## src/rtpst_pkg.sv

```systemverilog
// Shared types and constants for the RTP sequence ring tracker.
`timescale 1ns / 1ps

package rtpst_pkg;

    // Operation codes carried in the mode field
    localparam logic [2:0] MODE_TRACK     = 3'd0;
    localparam logic [2:0] MODE_STORE     = 3'd1;
    localparam logic [2:0] MODE_REMOVE    = 3'd2;
    localparam logic [2:0] MODE_LOOKUP    = 3'd3;
    localparam logic [2:0] MODE_DROP      = 3'd4;
    localparam logic [2:0] MODE_RESET_ALL = 3'd5;
    localparam logic [2:0] MODE_CLR_BELOW = 3'd6;

    typedef struct packed {
        logic [2:0]  mode;
        logic [15:0] seq_number;
        logic [31:0] packet_handle;
    } cmd_t;

    typedef struct packed {
        logic               nack_written;
        logic [15:0]        miss_start;
        logic [15:0]        miss_end;
        logic               slot_found;
        logic [31:0]        found_handle;
        logic [31:0]        highest_extended;
        logic signed [15:0] window_size;
        logic               window_empty;
    } result_t;

    typedef enum logic [2:0] {
        ST_INIT_CLR,
        ST_IDLE,
        ST_EXEC,
        ST_RESP,
        ST_WIPE,
        ST_SCAN_RD,
        ST_SCAN_WR
    } state_t;

    // controller -> datapath
    typedef struct packed {
        logic load;
        logic exec;
        logic wipe_wr;
        logic scan_rd;
        logic scan_wr;
        logic cnt_inc;
    } ctl_t;

    // datapath -> controller
    typedef struct packed {
        logic [2:0] mode;
        logic       cnt_last;
    } sts_t;

endpackage

```

## src/rtpst_ctrl.sv

```systemverilog
// Sequencing state machine for the RTP sequence ring tracker.
`timescale 1ns / 1ps

module rtpst_ctrl
    import rtpst_pkg::*;
(
    input  logic clk,
    input  logic rst_n,
    input  logic start,
    input  sts_t sts,
    output ctl_t ctl,
    output logic busy,
    output logic done
);

    state_t state_reg;
    state_t state_next;

    always_ff @(posedge clk or negedge rst_n)
    begin
        if (!rst_n)
        begin
            state_reg <= ST_INIT_CLR;
        end
        else
        begin
            state_reg <= state_next;
        end
    end

    always_comb
    begin
        state_next = state_reg;
        unique case (state_reg)
            ST_INIT_CLR:
            begin
                if (sts.cnt_last)
                begin
                    state_next = ST_IDLE;
                end
            end
            ST_IDLE, ST_RESP:
            begin
                state_next = start ? ST_EXEC : ST_IDLE;
            end
            ST_EXEC:
            begin
                priority if (sts.mode == MODE_RESET_ALL)
                begin
                    state_next = ST_WIPE;
                end
                else if (sts.mode == MODE_CLR_BELOW)
                begin
                    state_next = ST_SCAN_RD;
                end
                else
                begin
                    state_next = ST_RESP;
                end
            end
            ST_WIPE:
            begin
                if (sts.cnt_last)
                begin
                    state_next = ST_RESP;
                end
            end
            ST_SCAN_RD:
            begin
                state_next = ST_SCAN_WR;
            end
            ST_SCAN_WR:
            begin
                state_next = sts.cnt_last ? ST_RESP : ST_SCAN_RD;
            end
            default:
            begin
                state_next = ST_INIT_CLR;
            end
        endcase
    end

    always_comb
    begin
        ctl  = '0;
        busy = 1'b1;
        done = 1'b0;
        unique case (state_reg)
            ST_INIT_CLR, ST_WIPE:
            begin
                ctl.wipe_wr = 1'b1;
                ctl.cnt_inc = 1'b1;
            end
            ST_IDLE:
            begin
                busy     = 1'b0;
                ctl.load = start;
            end
            ST_RESP:
            begin
                busy     = 1'b0;
                done     = 1'b1;
                ctl.load = start;
            end
            ST_EXEC:
            begin
                ctl.exec = 1'b1;
            end
            ST_SCAN_RD:
            begin
                ctl.scan_rd = 1'b1;
            end
            ST_SCAN_WR:
            begin
                ctl.scan_wr = 1'b1;
                ctl.cnt_inc = 1'b1;
            end
            default:
            begin
                ctl = '0;
            end
        endcase
    end

endmodule

```

## config.mk

```make
export PLATFORM = sky130hd
export DESIGN_NAME = rtpst_ctrl
export DESIGN_NICKNAME = d
export VERILOG_FILES = /design/src/rtpst_pkg.sv /design/src/rtpst_ctrl.sv
export SDC_FILE = /design/constraint.sdc
export NUM_CORES = 1
export LEC_CHECK = 0
export BUFFER_PORTS_ARGS = -buffer_cell sky130_fd_sc_hd__buf_2
export CAP_MARGIN = 25
export CORE_AREA = 2 2 39 41
export DETAILED_ROUTE_END_ITERATION = 10
export DIE_AREA = 0 0 41 43
export GPL_TIMING_DRIVEN = 0
export HOLD_SLACK_MARGIN = 0.1
export PLACE_DENSITY_LB_ADDON = 0.1
export SYNTH_ARGS = -nofsm -noshare
export SYNTH_HDL_FRONTEND = slang
export SYNTH_SLANG_ARGS = --single-unit
```

## constraint.sdc

```tcl
create_clock -name clk -period 1.21 [get_ports clk]
set_input_delay 0.3025 -clock clk [delete_from_list [all_inputs] [get_ports clk]]
set_output_delay 0.3025 -clock clk [all_outputs]
set_load 0.02 [all_outputs]
```

==> results of run 1 <==
-- power groups by stage --
| stage | combinational, mW | clock [mW] | sequential [mW] |
|---|---|---|---|
| finish | 1.14 | 0.173 | 0.187 |
| floorplan | 0.474 | 0 | 0.170 |
| CTS | 1.04 | 0.180 | 0.184 |
| global route | 1.21 | 0.189 | 0.192 |
| global placement | 0.637 | 0 | 0.183 |
| detailed placement | 0.648 | 0 | 0.181 |
-- routing by layer --
metal,part of all wire [%],wire length (um)
met2,56,411
met3,5.0,37
met1,39,286
met4,0,0
met5,0,0
-- worst register-to-register path: cells and delay by family, from the launching register on --
kind	cells	cell delay (ps)
buffers and inverters	2	310
muxes	1	110
DFF	1	390
AOI/OAI and AO/OA	1	310
-- layout make-up --
cell class / instances / area share (%)
tap: 16 / 3.87
clock buffer: 4 / 5.08
timing repair buffer: 25 / 37.5
inverter: 2 / 1.45
buffer: 2 / 5.08
multi-input combinational: 18 / 32.4
sequential: 3 / 14.5
-- what timing repair did --
item | CTS | global route
hold buffers | 1 | 0
buffers inserted | 7 | 2
endpoints found under the hold margin | 3 | 0
resized for setup | 21 | 4
cloned | 1 | 0
setup endpoints to repair | 8 | 10
pin swaps | 2 | 4
-- cells by family after synthesis --
family / synth area share (%)
AOI/OAI and AO/OA: 16.2
buffers and inverters: 10.6
muxes: 9.50
xor gates and xnor gates: 3.91
DFF: 33.5
and+or+nand+nor: 26.3
-- Yosys cell counts --
master / n / area [um^2]
nor3b_1: 2 / 15.0
o32ai_1: 1 / 8.76
a221o_1: 1 / 10.0
mux2_2: 1 / 11.3
clkbuf_2: 1 / 5.00
xor2_1: 1 / 8.76
nor2_1: 2 / 7.51
buf_6: 1 / 11.3
inv_1: 2 / 7.51
o22ai_1: 2 / 12.5
nand2_1: 2 / 7.51
nand2b_2: 1 / 8.76
nand3b_1: 1 / 7.51
dfrtp_1: 3 / 75.1
a21oi_1: 1 / 5.00
mux2i_1: 1 / 10.0
and3_1: 2 / 12.5
-- worst paths after layout --
kind	from	end	slack (ps)	depth (start not counted)
worst max-delay path	state_reg[2]$_DFFE_PN0P_	ctl[5]	-190	3
worst min-delay path	start	state_reg[0]$_DFFE_PN0P_	300	2
worst max register to register	state_reg[0]$_DFFE_PN0P_	state_reg[1]$_DFFE_PN0P_	-40	4
worst min register to register	state_reg[0]$_DFFE_PN0P_	state_reg[0]$_DFFE_PN0P_	660	2
max in group asynchronous	rst_n	state_reg[1]$_DFFE_PN0P_	710	2
min in group asynchronous	rst_n	state_reg[2]$_DFFE_PN0P_	400	2
-- stage by stage --
stage / setup slack (ps) / util, % / cell area (um^2) / TNS, ps / std cells
final: -189 / 37.3 / 517 / -1150 / 70
after global routing: -237 / 37.3 / 517 / -1570 / 70
after CTS: -189 / 35.0 / 484 / -1200 / 68
after detailed placement: -47.9 / 23.4 / 324 / -61.9 / 55
after global placement: -36.0 / 23.4 / 324 / -36.0 / 55
after floorplan: 30.6 / - / 234 / 0 / 25
==> results.sh, run 1 <==
export IMPL_nNetsFinal=62
export IMPL_start_util_pct=16.2
export IMPL_drc=0
export IMPL_cp_max_fo=7
export IMPL_synthesis_area_um2=224
export IMPL_endpoint_kind="output port"
export IMPL_multi_input_area_um2=168
export IMPL_htree_levels=1
export IMPL_layout_drive_gt1_share_pct=70.4
export IMPL_cpPeakStageDelay_ps=400
export IMPL_start_kind="register"
export IMPL_maxSlewViolCount=0
export IMPL_overflow=0
export IMPL_arrival_ps=1100
export IMPL_crit_buf_inv=2
export IMPL_core_rowCount=14
export IMPL_maxCapViolCount=0
export IMPL_tightest_slew_ps=216
export IMPL_die_h_um=43
export IMPL_crit_type="register to output port"
export IMPL_grt_pass1_vias=296
export IMPL_hold_violations=0
export IMPL_setup_ws_ps=-189
export IMPL_p_int_mw=0.896
export IMPL_drt_wl_total_um=735
export IMPL_power_frac_clock_pct=11.5
export IMPL_p_seq_share_pct=12.5
export IMPL_total_power_mw=1.50
export IMPL_tritoncts="yes"
export IMPL_clkLatencyLatePin_ps=230
export IMPL_grt_pass1_wl_um=1170
export IMPL_syn_to_final_growth_pct=131
export IMPL_clockBufferDepth=2
export IMPL_layout_cells_most_common="buf_4"
export IMPL_yosysWarnings=0
export IMPL_max_freq_ghz=0.715
export IMPL_min_period_over_period_pct=116
export IMPL_violations="setup timing"
export IMPL_n_fill_cell=143
export IMPL_gp_congestion=0.710
export IMPL_num_vias=298
export IMPL_grt_max_degree=8
export IMPL_clkSinkCount=3
export IMPL_grt_use_met2_pct=14.4
export IMPL_root_buffer="clkbuf_4"
export IMPL_status="complete, but fails checks"
export IMPL_ys_types=17
export IMPL_required_ps=910
export IMPL_die_w_um=41
export IMPL_slew_headroom_pct=85.6
export IMPL_grt_use_met1_pct=11.7
export IMPL_hp_class="primary input to register"
export IMPL_rsz0062_at_grt="yes"
export IMPL_dieArea_um2=1760
export IMPL_p_sw_mw=0.602
export IMPL_clk_pin_slew_ps=40
export IMPL_power_density_nw_per_um2=2900
export IMPL_io_buffers=14
export IMPL_critPathSlowestCell="dfrtp_1"
export IMPL_core_um2=1380
export IMPL_wl_per_cell_um=10.5
export IMPL_peakVddDrop_mv=0.846
export IMPL_largest_reg_flops=3
export IMPL_crit_family="flip-flops"
export IMPL_syn_mean_instance_area_um2=8.96
export IMPL_swShare_pct=40.2
export IMPL_via_per_inst=4.26
export IMPL_cp_cell_sequence="inv_2, and3_4, buf_6"
export IMPL_syn_num_nets=32
export IMPL_ioPinCount=15
export IMPL_synth_cells=25
export IMPL_finClkSkew_ps=3.12
export IMPL_antenna_found_initial=0
export IMPL_cts_buffers=3
export IMPL_layout_common_cells="13 x buf_4, 6 x buf_6, 6 x buf_2"
export IMPL_post_route_min_period_ps=1400
export IMPL_regArea_um2=75.1
export IMPL_finalSetupViolCount=9
export IMPL_ys_seq_area_share_pct=33.5
export IMPL_first_pass_iters=2
export IMPL_drtAntennaViolNets=0
export IMPL_hold_ws_ps=303
export IMPL_p_leak_nw=0.250
export IMPL_synth_seq_cells=3
export IMPL_gr_usage_met3_pct=3.14
export IMPL_combPwrFrac_pct=76.0
export IMPL_grt_busiest_layer="met2"
export IMPL_diodes=0
export IMPL_drt_initial_drc_count=4
export IMPL_grt_usage_pct=9.96
(Power assumes the default switching activity.)
==> run 2: changes to the inputs <==
- ABC_AREA: default -> 1
- SETUP_SLACK_MARGIN: default -> 0.3
- clock period: 1.21 -> 1.2 ns (I/O delays scaled with it)
==> run 2 against run 1 <==
  * The flow still finishes with violations (setup timing)
  * Synthesized cell count up 68%
  * Clock power hardly changed
  * Non-clock buffer count fell by 5
  * Clock skew about the same
  * Sequential share of layout area shrank 0.47 points
  * Setup slack improved by 17 ps
  * Die area did not move
  * Register-to-register slack better by 50 ps
  * Combinational power is essentially flat
  * Flip-flop and latch count is the same
==> results.sh, run 2 <==
export IMPL_via_per_inst=4.02
export IMPL_endpoint_kind="output port"
export IMPL_arrival_ps=1070
export IMPL_regToRegEndpoint="state_reg[0]$_DFFE_PN0P_"
export IMPL_start_util_pct=17.7
export IMPL_nNetsFinal=76
export IMPL_min_period_over_period_pct=114
export IMPL_final_instance_count_excl_fill=84
export IMPL_die_w_um=41
export IMPL_syn_num_nets=49
export IMPL_finClkSkew_ps=3.23
export IMPL_placed_area_um2=394
export IMPL_htree_levels=1
export IMPL_overflow=0
export IMPL_die_h_um=43
export IMPL_yosysTopAreaCell="dfrtp_1"
export IMPL_maxSlewViolCount=0
export IMPL_finalSetupViolCount=8
export IMPL_synth_compound_area_share_pct=5.61
export IMPL_yosys_top_cells_area="dfrtp_1 31%, nand3_1 14%, nand2_1 12%"
export IMPL_power_density_nw_per_um2=2890
export IMPL_hold_violations=0
export IMPL_num_vias=338
export IMPL_place_ws_ps=-19.1
export IMPL_ys_flop_type="dfrtp_1"
export IMPL_hp_start="sts[0]"
export IMPL_layout_common_cells="10 x buf_6, 7 x nor2_1, 6 x nand2_1, 6 x nand3_1, 6 x buf_2"
export IMPL_clkSinkCount=3
export IMPL_hp_class="primary input to register"
export IMPL_tightest_slew_ps=183
export IMPL_diodes=0
export IMPL_setup_ws_ps=-172
export IMPL_synth_top_area_share_pct=30.6
export IMPL_clk_pin_slew_ps=40
export IMPL_netlist_top_cells_count="8 x nand2_1, 8 x nor2_1, 7 x inv_1, 7 x nand3_1, 4 x inv_2"
export IMPL_dpl_hpwl_um=553
export IMPL_n_fill_cell=143
export IMPL_synthesis_area_um2=245
export IMPL_grt_busiest_layer="met2"
export IMPL_ys_seq_area_share_pct=30.6
export IMPL_max_freq_ghz=0.729
export IMPL_yosysWarnings=0
export IMPL_root_buffer="clkbuf_4"
export IMPL_start_kind="register"
export IMPL_antenna_found_initial=0
export IMPL_cp_max_fo=5
export IMPL_hold_ws_ps=353
export IMPL_min_to="state_reg[1]$_DFFE_PN0P_"
export IMPL_syn_mean_instance_area_um2=5.84
export IMPL_tns_ps=-1200
export IMPL_synthSimpleGateAreaFrac_pct=46.9
export IMPL_finish_utilization_pct=40.5
export IMPL_grt_usage_pct=9.36
export IMPL_maxCapViolCount=0
export IMPL_gr_usage_met3_pct=3.14
export IMPL_syn_to_final_growth_pct=129
export IMPL_drt_initial_drc_count=2
export IMPL_peakVddDrop_mv=0.967
export IMPL_rsz0062_at_grt="yes"
export IMPL_post_route_min_period_ps=1370
export IMPL_synthMuxAreaShare_pct=0
export IMPL_p_leak_nw=0.299
export IMPL_clkLatencyLatePin_ps=230
export IMPL_slew_headroom_pct=87.8
export IMPL_synth_top_family_by_area="simple AND/OR/NAND/NOR gates"
export IMPL_synth_xor_area_share_pct=0
export IMPL_synth_cells=42
export IMPL_drt_wl_total_um=713
export IMPL_r2r_start="state_reg[0]$_DFFE_PN0P_"
export IMPL_drc=0
export IMPL_grt_max_degree=6
export IMPL_wl_per_cell_um=8.49
export IMPL_io_buffers=14
export IMPL_clockBufferDepth=2
export IMPL_grt_use_met2_pct=13.4
export IMPL_first_pass_iters=2
export IMPL_layout_cells_most_common="buf_6"
export IMPL_place_inst=72
export IMPL_worstHoldPathCells=3
export IMPL_reg2reg_depth=7
export IMPL_ys_types=10
export IMPL_ioPinCount=15
export IMPL_largest_reg_flops=3
export IMPL_synth_fa_ha_area_share_pct=0
export IMPL_status="complete, but fails checks"
export IMPL_core_rowCount=14
export IMPL_synth_seq_cells=3
export IMPL_layout_drive_gt1_share_pct=61.8
export IMPL_core_um2=1380
export IMPL_total_power_mw=1.62
export IMPL_crit_type="register to output port"
export IMPL_grt_use_met1_pct=12.3
export IMPL_r2r_slack_ps=10
export IMPL_tritoncts="yes"
export IMPL_cts_buffers=3
export IMPL_grt_pass1_wl_um=1130
export IMPL_grt_pass1_vias=303
export IMPL_synth_edff_count=0
export IMPL_drtAntennaViolNets=0
export IMPL_design_area_um2=561
export IMPL_gp_congestion=0.622
export IMPL_dieArea_um2=1760
export IMPL_required_ps=900
export IMPL_async_flop_share_pct=100
export IMPL_violations="setup timing"
-- run 2: timing repair --
| item | 4_1_cts | 5_1_grt |
|---|---|---|
| pin swaps | 1 | 1 |
| endpoints found under the setup margin | 11 | 11 |
| resized for setup | 17 | 5 |
| hold endpoints to repair | 3 | 0 |
| setup buffers | 5 | 2 |
| hold buffers | 1 | 0 |
-- run 2: worst max-delay path by stage --
stage,startpoint,to,slack (ps),cells past startpoint
3_5_place_dp,state_reg[0]$_DFFE_PN0P_,ctl[4],-20,4
5_1_grt,state_reg[0]$_DFFE_PN0P_,ctl[4],-220,4
2_1_floorplan,state_reg[0]$_DFFE_PN0P_,ctl[4],120,3
3_3_place_gp,state_reg[0]$_DFFE_PN0P_,ctl[4],-30,4
6_report,state_reg[1]$_DFFE_PN0P_,ctl[4],-170,4
4_1_cts,state_reg[0]$_DFFE_PN0P_,ctl[5],-200,4
-- run 2: worst max-delay path, cell delays in order (launching register included) --
cell and delay (ps):
dfrtp_2 450, buf_4 160, nand3_4 70, inv_2 40, buf_6 120
-- run 2: routing by layer --
metal	share of wire, %	wire length [um]
met5	0	0
met4	0	0
met3	4.6	33
met2	54	383
met1	42	297
-- run 2: kinds of logic after synthesis --
group,after synthesis
DFF,3
and+or+nand+nor,26
buffers and inverters,11
AOI/OAI and AO/OA,2
-- run 2: final cells by class --
cell class | count | area [um^2] | share of cell area (%)
clock buffer | 4 | 26.3 | 4.69
multi-input combinational | 28 | 189 | 33.7
timing repair buffer | 22 | 190 | 33.9
sequential | 3 | 78.8 | 14.1
inverter | 11 | 56.3 | 10.0
tap | 16 | 20.0 | 3.57
-- run 2: power by group --
| part | switching (mW) | internal, mW |
|---|---|---|
| clock network | 0.0463 | 0.124 |
| logic | 0.594 | 0.574 |
| registers | 0.122 | 0.160 |
==> run 3: changes to the inputs <==
- PLACE_DENSITY: default -> 0.45
- PLACE_DENSITY_LB_ADDON: 0.1 -> default
==> run 3 against run 2 <==
  * The flow still finishes with violations (setup timing)
  * Sequential power barely moved
  * Non-clock buffer count unchanged
  * Cell area up 3.6%
  * Core utilization increased by 1.4 points
  * Critical endpoint unchanged
  * Setup slack lost 23 ps
  * Clock-buffer cell count unchanged
  * Maximum frequency is 1.7% lower
  * Critical path depth is the same
==> results.sh, run 3 (synthesized netlist as in run 2, its figures left out) <==
export IMPL_status="complete, but fails checks"
export IMPL_violations="setup timing"
export IMPL_tritoncts="yes"
export IMPL_core_rowCount=14
export IMPL_num_vias=346
export IMPL_min_period_over_period_pct=116
export IMPL_endpoint_kind="output port"
export IMPL_finalSetupViolCount=8
export IMPL_first_pass_iters=2
export IMPL_largest_reg_flops=3
export IMPL_p_seq_share_pct=16.6
export IMPL_htree_levels=1
export IMPL_layout_drive_gt1_share_pct=66.2
export IMPL_clk_pin_slew_ps=30
export IMPL_io_buffers=14
export IMPL_place_inst=72
export IMPL_place_ws_ps=-24.5
export IMPL_p_leak_nw=0.309
export IMPL_crit_type="register to output port"
export IMPL_die_h_um=43
export IMPL_ioPinCount=15
export IMPL_post_route_min_period_ps=1390
export IMPL_maxSlewViolCount=0
export IMPL_layout_cells_most_common="buf_6"
export IMPL_hold_violations=0
export IMPL_n_fill_cell=154
export IMPL_arrival_ps=1090
export IMPL_dpl_hpwl_um=511
export IMPL_finClkSkew_ps=0.0536
export IMPL_cp_max_fo=5
export IMPL_rsz0062_at_grt="yes"
export IMPL_drtAntennaViolNets=0
export IMPL_clkSinkCount=3
export IMPL_cp_cell_sequence="buf_4, nand3_4, inv_2, buf_6"
export IMPL_start_kind="register"
export IMPL_gp_congestion=0.666
export IMPL_max_freq_ghz=0.717
export IMPL_cts_buffers=3
export IMPL_required_ps=900
export IMPL_core_um2=1380
export IMPL_grt_max_degree=6
export IMPL_maxCapViolCount=0
export IMPL_power_density_nw_per_um2=2900
export IMPL_die_w_um=41
export IMPL_setup_ws_ps=-195
export IMPL_wl_per_cell_um=8.31
export IMPL_drt_wl_total_um=698
export IMPL_clkLatencyLatePin_ps=230
export IMPL_combPwrFrac_pct=72.9
export IMPL_start_util_pct=17.7
export IMPL_dieArea_um2=1760
export IMPL_hp_class="primary input to register"
export IMPL_critPathSlowestCell="dfrtp_2"
export IMPL_diodes=0
export IMPL_overflow=0
export IMPL_nNetsFinal=76
export IMPL_tns_ps=-1360
export IMPL_finish_utilization_pct=42.0
export IMPL_final_instance_count_excl_fill=84
export IMPL_via_per_inst=4.12
export IMPL_antenna_found_initial=0
export IMPL_root_buffer="clkbuf_4"
export IMPL_tightest_slew_ps=180
export IMPL_p_sw_mw=0.794
export IMPL_grt_pass1_wl_um=1210
export IMPL_grt_usage_pct=10.4
export IMPL_layout_common_cells="11 x buf_6, 6 x nand2_1, 6 x nor2_1, 6 x buf_2, 5 x nand3_1"
export IMPL_peakVddDrop_mv=0.925
export IMPL_drc=0
export IMPL_drt_initial_drc_count=2
export IMPL_swShare_pct=47.2
export IMPL_power_frac_clock_pct=10.4
export IMPL_slew_headroom_pct=88.0
export IMPL_cpPeakStageDelay_ps=450
export IMPL_p_int_mw=0.887
export IMPL_grt_pass1_vias=297
export IMPL_syn_to_final_growth_pct=137
export IMPL_clockBufferDepth=2
-- run 3: area by class of cell --
| class | count | area, um^2 | area share [%] |
|---|---|---|---|
| multi-input cells | 28 | 205 | 35.3 |
| repair buffers | 22 | 194 | 33.4 |
| flip-flops and latches | 3 | 78.8 | 13.6 |
| inverters | 11 | 56.3 | 9.70 |
| clock buffers | 4 | 26.3 | 4.53 |
| well taps | 16 | 20.0 | 3.45 |
-- run 3: final timing paths --
kind,startpoint,end,slack (ps),cells after the start
max,state_reg[1]$_DFFE_PN0P_,ctl[4],-190,4
min,sts[0],state_reg[0]$_DFFE_PN0P_,340,3
max reg2reg,state_reg[0]$_DFFE_PN0P_,state_reg[0]$_DFFE_PN0P_,80,6
min reg2reg,state_reg[1]$_DFFE_PN0P_,state_reg[2]$_DFFE_PN0P_,750,4
max in group asynchronous,rst_n,state_reg[2]$_DFFE_PN0P_,700,2
min in group asynchronous,rst_n,state_reg[0]$_DFFE_PN0P_,390,2
-- run 3: timing repair --
item / 4_1_cts / 5_1_grt
endpoints found under the hold margin: 3 / 0
gates cloned: 0 / 0
pin swaps: 3 / 2
buffers inserted: 5 / 2
setup endpoints to repair: 11 / 11
hold buffers: 1 / 0
gates resized for setup: 15 / 12
-- run 3: per-stage QoR --
stage                     hold slack [ps]  instance area, um^2  power (mW)
after floorplan                      4.41                  304       0.845
after global routing                  344                  581        1.81
after global placement               96.9                  394        1.03
final                                 337                  581        1.68
after detailed placement             96.2                  394        1.03
after CTS                             345                  520        1.49
-- run 3: layer usage --
metal	vias up	routed length, um	global-route usage, %
met3	2	42	3.14
met4	0	17	6.00
met5	-	0	0
met1	146	279	14.0
li1	185	-	-
met2	13	360	14.1
-- run 3: worst max-delay path, delay by kind of cell, from the launching register on --
kind,cells,cell delay [ps]
DFF,1,450
and+or+nand+nor,1,90
buffers and inverters,3,320
-- run 3: power groups by stage --
stage | combinational (mW) | sequential [mW] | clock, mW
2_1_floorplan | 0.575 | 0.270 | 0
3_3_place_gp | 0.743 | 0.292 | 0
3_5_place_dp | 0.740 | 0.287 | 0
4_1_cts | 1.04 | 0.266 | 0.181
5_1_grt | 1.32 | 0.291 | 0.200
6_report | 1.23 | 0.280 | 0.175
